`src/udivr_pkg.sv`:
```
// Shared constants and types for the pipelined unsigned divider.
// No dependencies; imported by udivr_stage, unsigned_divide_with_remainder and tb_top.
`timescale 1ns / 1ps

package udivr_pkg;

    // Width of every operand and result port
    localparam int FIELD_WIDTH = 32;

    // Widest working width the pipeline supports
    localparam int MAX_WIDTH = 64;

    // Default working width of the pipeline
    localparam int DEFAULT_OPERAND_WIDTH = 32;

    // Control that travels with each request down the pipeline
    typedef struct packed {
        logic valid;
        logic div_zero;
    } ctrl_t;

endpackage

```
`src/udivr_stage.sv`:
```
// One registered restoring-division step: resolves a single quotient bit.
// Depends on udivr_pkg (ctrl_t).
`timescale 1ns / 1ps

module udivr_stage #(
    parameter int OPERAND_WIDTH = 32,
    parameter int POS           = 0
) (
    input  logic                     clk,
    input  logic                     rst_n,
    input  udivr_pkg::ctrl_t         ctrl_in,
    input  logic [OPERAND_WIDTH-1:0] rem_in,
    input  logic [OPERAND_WIDTH-1:0] dsr_in,
    input  logic [OPERAND_WIDTH-1:0] quo_in,
    output udivr_pkg::ctrl_t         ctrl_out,
    output logic [OPERAND_WIDTH-1:0] rem_out,
    output logic [OPERAND_WIDTH-1:0] dsr_out,
    output logic [OPERAND_WIDTH-1:0] quo_out
);

    import udivr_pkg::*;

    localparam logic [OPERAND_WIDTH-1:0] QBIT =
        {{(OPERAND_WIDTH-1){1'b0}}, 1'b1} << POS;

    ctrl_t                    ctrl_reg;
    logic [OPERAND_WIDTH-1:0] rem_reg;
    logic [OPERAND_WIDTH-1:0] dsr_reg;
    logic [OPERAND_WIDTH-1:0] quo_reg;
    logic [OPERAND_WIDTH-1:0] rem_next;
    logic [OPERAND_WIDTH-1:0] quo_next;
    logic                     fits;

    // Trial subtract: comparing the shifted-down remainder also rejects any
    // shift that would push divisor bits off the top of the word
    assign fits = (rem_in >> POS) >= dsr_in;

    always_comb
    begin
        rem_next = rem_in;
        quo_next = quo_in;
        if (fits)
        begin
            rem_next = rem_in - (dsr_in << POS);
            quo_next = quo_in | QBIT;
        end
    end

    // Advance the control bits under reset
    always_ff @(posedge clk or negedge rst_n)
    begin
        if (!rst_n)
        begin
            ctrl_reg <= '0;
        end
        else
        begin
            ctrl_reg <= ctrl_in;
        end
    end

    // Advance the payload
    always_ff @(posedge clk)
    begin
        rem_reg <= rem_next;
        dsr_reg <= dsr_in;
        quo_reg <= quo_next;
    end

    assign ctrl_out = ctrl_reg;
    assign rem_out  = rem_reg;
    assign dsr_out  = dsr_reg;
    assign quo_out  = quo_reg;

endmodule

```
`src/unsigned_divide_with_remainder.sv`:
```
// Unsigned divider with remainder, fully pipelined, one request per cycle.
// Each request is accepted at a clock edge with start high (busy is always low) and passes
// through one registered pipeline stage per quotient bit, each stage holding one
// compare-and-subtract; its result then appears on done, quotient, remainder and
// divide_by_zero for one cycle only; the receiver cannot stall it and must take it then.
// A zero divisor yields an all-ones quotient, the dividend as remainder and divide_by_zero
// high. Depends on udivr_pkg and udivr_stage.
`timescale 1ns / 1ps

module unsigned_divide_with_remainder #(
    parameter int OPERAND_WIDTH = udivr_pkg::DEFAULT_OPERAND_WIDTH
) (
    input  logic                              clk,
    input  logic                              rst_n,
    input  logic                              start,
    output logic                              busy,
    input  logic [udivr_pkg::FIELD_WIDTH-1:0] dividend,
    input  logic [udivr_pkg::FIELD_WIDTH-1:0] divisor,
    output logic                              done,
    output logic [udivr_pkg::FIELD_WIDTH-1:0] quotient,
    output logic [udivr_pkg::FIELD_WIDTH-1:0] remainder,
    output logic                              divide_by_zero
);

    import udivr_pkg::*;

    localparam int W = OPERAND_WIDTH;

    // Expected quotient on a zero divisor: working-width ones, cut to the port
    localparam logic [MAX_WIDTH-1:0]   ONES_WIDE = {MAX_WIDTH{1'b1}} >> (MAX_WIDTH - W);
    localparam logic [FIELD_WIDTH-1:0] QUO_ONES  = ONES_WIDE[FIELD_WIDTH-1:0];

    ctrl_t          ctrl_s [0:W];
    logic [W-1:0]   rem_s  [0:W];
    logic [W-1:0]   dsr_s  [0:W];
    logic [W-1:0]   quo_s  [0:W];

    logic [MAX_WIDTH-1:0] dividend_wide;
    logic [MAX_WIDTH-1:0] divisor_wide;
    logic [MAX_WIDTH-1:0] quo_wide;
    logic [MAX_WIDTH-1:0] rem_wide;

    // The pipeline never holds a request off
    assign busy = 1'b0;

    // Bring operands to the working width
    assign dividend_wide = {{(MAX_WIDTH-FIELD_WIDTH){1'b0}}, dividend};
    assign divisor_wide  = {{(MAX_WIDTH-FIELD_WIDTH){1'b0}}, divisor};

    assign ctrl_s[0].valid    = start && !busy;
    assign ctrl_s[0].div_zero = (divisor_wide[W-1:0] == '0);
    assign rem_s[0]           = dividend_wide[W-1:0];
    assign dsr_s[0]           = divisor_wide[W-1:0];
    assign quo_s[0]           = '0;

    // One stage per quotient bit, top bit first
    for (genvar k = 0; k < W; k++)
    begin : g_stage
        udivr_stage #(
            .OPERAND_WIDTH (W),
            .POS           (W - 1 - k)
        ) u_stage (
            .clk      (clk),
            .rst_n    (rst_n),
            .ctrl_in  (ctrl_s[k]),
            .rem_in   (rem_s[k]),
            .dsr_in   (dsr_s[k]),
            .quo_in   (quo_s[k]),
            .ctrl_out (ctrl_s[k+1]),
            .rem_out  (rem_s[k+1]),
            .dsr_out  (dsr_s[k+1]),
            .quo_out  (quo_s[k+1])
        );
    end

    // Drop the result onto the port width
    assign quo_wide = MAX_WIDTH'(quo_s[W]);
    assign rem_wide = MAX_WIDTH'(rem_s[W]);

    assign done           = ctrl_s[W].valid;
    assign quotient       = quo_wide[FIELD_WIDTH-1:0];
    assign remainder      = rem_wide[FIELD_WIDTH-1:0];
    assign divide_by_zero = ctrl_s[W].div_zero;

    // Every result comes from a request taken as it entered the first pipeline stage
    a_done_latency: assert property (@(posedge clk) disable iff (!rst_n)
        done |-> $past(start && !busy, W))
        else $error("result strobe without a matching request");

    // A zero divisor leaves every quotient bit set
    a_zero_quotient: assert property (@(posedge clk) disable iff (!rst_n)
        (done && divide_by_zero) |-> (quotient == QUO_ONES))
        else $error("zero divisor did not give an all-ones quotient");

    // A proper division leaves a remainder below the divisor
    a_rem_below_dsr: assert property (@(posedge clk) disable iff (!rst_n)
        (ctrl_s[W].valid && !ctrl_s[W].div_zero) |-> (rem_s[W] < dsr_s[W]))
        else $error("remainder not below divisor");

    // The divisor flag agrees with the divisor carried to the end
    a_flag_matches: assert property (@(posedge clk) disable iff (!rst_n)
        ctrl_s[W].valid |-> (ctrl_s[W].div_zero == (dsr_s[W] == '0)))
        else $error("divide-by-zero flag out of step with divisor");

endmodule

```
`config.mk`:
```
export PLATFORM = sky130hd
export DESIGN_NAME = unsigned_divide_with_remainder
export DESIGN_NICKNAME = d
export VERILOG_FILES = /design/src/udivr_pkg.sv /design/src/udivr_stage.sv /design/src/unsigned_divide_with_remainder.sv
export SDC_FILE = /design/constraint.sdc
export NUM_CORES = 2
export LEC_CHECK = 0
export BUFFER_PORTS_ARGS = -buffer_cell sky130_fd_sc_hd__buf_2
export CAP_MARGIN = 5
export CORE_ASPECT_RATIO = 0.75
export CORE_MARGIN = 1.5
export CORE_UTILIZATION = 45
export CTS_BUF_LIST = sky130_fd_sc_hd__clkbuf_4
export CTS_CLUSTER_DIAMETER = 150
export DETAILED_ROUTE_END_ITERATION = 8
export GPL_TIMING_DRIVEN = 1
export PLACE_DENSITY_LB_ADDON = 0.25
export RECOVER_POWER = 50
export SLEW_MARGIN = 20
export SYNTH_ARGS = -nofsm -noshare
export SYNTH_HDL_FRONTEND = slang
export SYNTH_HIERARCHICAL = 1
export SYNTH_SLANG_ARGS = --single-unit
```
`constraint.sdc`:
```
create_clock -name clk -period 3.2 [get_ports clk]
set_clock_uncertainty 0.15 [all_clocks]
set_input_delay 0.32 -clock clk [delete_from_list [all_inputs] [get_ports clk]]
set_output_delay 0.32 -clock clk [all_outputs]
set_load 0.02 [all_outputs]
```
==> results.json <==
{
  "status": "finished with violations",
  "violations": "setup timing",
  "grt_pass1_wl_microns": 344200,
  "rows": 150,
  "cpMostUsedCell": "o21ai_4",
  "critical_path.startpoint": "g_stage[25].u_stage/rem_out[5]",
  "finalWeightedCongestion": 0.8877,
  "worstReg2RegEnd": "g_stage[26].u_stage/rem_out[23]",
  "cpPeakStageDelay_ps": 540,
  "grt_pass1_vias": 64890,
  "fp.coreArea_sq_um": 223700,
  "drtAntennaViolNets": 0,
  "hold_path.class": "register to register",
  "track_usage_pct": 18.61,
  "antenna_found_initial": 12,
  "finalCritPeriodShare_pct": 104.3,
  "post-dp-hpwl_microns": 152800,
  "dieHeight_microns": 414.5,
  "cp_cell_sequence": "inv_2 > ha_4 > fa_2 > nand2b_4 > a21oi_4 > a311oi_4 > o41a_1 > or2_4 > o21ai_4 > o21ai_4 > clkbuf_16 > mux2_4",
  "drive_gt1_share_pct": 20.04,
  "grt_start_max_net_pins": 43,
  "relSlewSlack_pct": 38.47,
  "cp_slowest_cell": "o41a_1",
  "top_usage_layer": "met1",
  "p_total_uw": 82520,
  "ios": 134,
  "final_util_pct": 52.93,
  "cp-endpoint": "g_stage[26].u_stage/rem_out[23]",
  "fmaxAchievable_ghz": 0.2997,
  "ir_worst_vdd_uv": 454.5,
  "r2r_slack_ps": -140,
  "cts_buffer_depth": 4,
  "cts_buffers": 706,
  "cts_sinks": 3104,
  "path_clk_slew_ps": 70,
  "start_util_pct": 45.42,
  "r2r_cells": 12,
  "final_max_slew_viol_count": 0,
  "arrival_ps": 4300,
  "fin_nets": 10360,
  "routed_via_density": 4.942,
  "clock_tree.root_cell": "clkbuf_4",
  "avgSynthCellArea_sq_um": 11.84,
  "power_density_nw_per_um2": 696.9,
  "syn_area_sq_um": 101600,
  "clock_latency_ps": 1310,
  "worst_pin_slew_ps": 920.0,
  "cp_max_fo": 6,
  "finalWorstSetupSlack_ps": -136.3,
  "r2r_start": "g_stage[25].u_stage/rem_out[5]",
  "postSynthCellCount": 8586,
  "critPathCaptureType": "register",
  "rsz0062_at_grt": "true",
  "period_needed_ps": 3336,
  "vias": 65310,
  "drc": 0,
  "setup_viol": 26,
  "critical_path_class": "register to register",
  "wl_per_cell_microns": 16.36,
  "yosysWarnings": 6,
  "die_w_microns": 551.7,
  "syn_to_final_growth_pct": 16.52,
  "dieArea_sq_um": 228700,
  "place_ws_ps": -240.2,
  "hold_viol": 0,
  "first_iter_violations": 4718,
  "overflow": 0,
  "crit_required_ps": 4170,
  "cp-start-kind": "register",
  "htreeDepth": 6,
  "tritoncts": "built",
  "firstDrtPassIters": 6,
  "use_met1_pct": 27.70,
  "met3_usage_pct": 5.182,
  "p_leak_uw": 0.05352,
  "use_met2_pct": 25.79,
  "drv_cap": 0,
  "wl_microns": 216100,
  "port-buffer-count": 132
}
worst max-delay path, delay by kind of cell, from the launching register on:
| family | cells | cell delay (ps) |
|---|---|---|
| DFF | 1 | 330 |
| AOI/OAI and AO/OA | 5 | 1170 |
| adders and majority gates | 2 | 500 |
| buffers and inverters | 2 | 290 |
| and+or+nand+nor | 2 | 460 |
| muxes | 1 | 290 |
registers in the layout (all words and copies together) (netlist names):
register,count
g_stage.u_stage/quo_out,1024
g_stage.u_stage/dsr_out,992
g_stage.u_stage/rem_out,1024
g_stage.u_stage/ctrl_out,64
what timing repair did:
item | CTS | global route
endpoints found under the hold margin | 131 | 0
gates resized for setup | 48 | 55
setup endpoints to repair | 75 | 197
gates cloned | 6 | 2
setup buffers | 9 | 14
pin swaps | 15 | 29
hold buffers | 198 | 0
placed cells by master, fill, tap and decap left out, drive strengths merged, types with 64 or more instances in the layout:
| cell type | instances |
|---|---|
| dfxtp | 3040 |
| clkbuf | 1025 |
| inv | 707 |
| ha | 528 |
| a21oi | 465 |
| nand2 | 401 |
| buf | 388 |
| o21ai | 371 |
| nor2 | 344 |
| mux2 | 299 |
| xnor2 | 228 |
| dlygate4sd3 | 197 |
| a21o | 187 |
| clkinv | 159 |
| nand3 | 142 |
| xor2 | 125 |
| nor4 | 124 |
| nor3 | 110 |
| nand4 | 101 |
| o21a | 79 |
| nand2b | 76 |
| a31oi | 73 |
| nor2b | 71 |
| a211oi | 68 |
| o31ai | 65 |
| dfrtp | 64 |
metal layers:
layer  vias up  routed length (microns)
met5         -                       55
met4         8                     4169
met2      1909                    86470
met1     30610                   109400
li1      32440                        -
met3       344                    16030
worst min path at each step:
stage	start	to	cells after the start
global placement	g_stage[24].u_stage/quo_out[0]	g_stage[25].u_stage/quo_out[0]	0
global route	g_stage[4].u_stage/quo_out[25]	g_stage[5].u_stage/quo_out[25]	0
CTS	dividend[31]	g_stage[0].u_stage/rem_out[31]	5
detailed placement	g_stage[9].u_stage/quo_out[3]	g_stage[10].u_stage/quo_out[3]	0
floorplan	rst_n	g_stage[0].u_stage/ctrl_out[0]	0
finish	g_stage[6].u_stage/quo_out[23]	g_stage[7].u_stage/quo_out[23]	0
final cells by class:
| class | instances | area, sq um |
|---|---|---|
| Sequential cell | 3104 | 62470 |
| Antenna cell | 8 | 20.02 |
| Multi-Input combinational cell | 4644 | 35870 |
| Timing Repair Buffer | 588 | 4910 |
| Inverter | 692 | 2597 |
| Tap cell | 2964 | 3709 |
| Clock buffer | 1022 | 7672 |
| Clock inverter | 194 | 1164 |
| Fill cell | 19760 | 105300 |
where the power goes:
| group | switching, uW | total, uW | internal [uW] | leakage [uW] |
|---|---|---|---|---|
| clock | 14500 | 30000 | 15500 | 0.00525 |
| sequential | 1120 | 42200 | 41100 | 0.0265 |
| combinational | 5760 | 10300 | 4520 | 0.0218 |
| total | 21400 | 82500 | 61100 | 0.0535 |
metrics by stage:
step / TNS, ps / area (sq um) / std cells / hold slack [ps]
6_report: -2834 / 118400 / 13220 / 91.66
3_3_place_gp: -8205 / 106800 / 11770 / 159.5
2_1_floorplan: 0 / 101700 / 8618 / -125.6
3_5_place_dp: -9860 / 106800 / 11770 / 162.1
5_1_grt: -5771 / 118400 / 13210 / 105.4
4_1_cts: -4593 / 118000 / 13200 / 9.339
(Power assumes the default switching activity.)
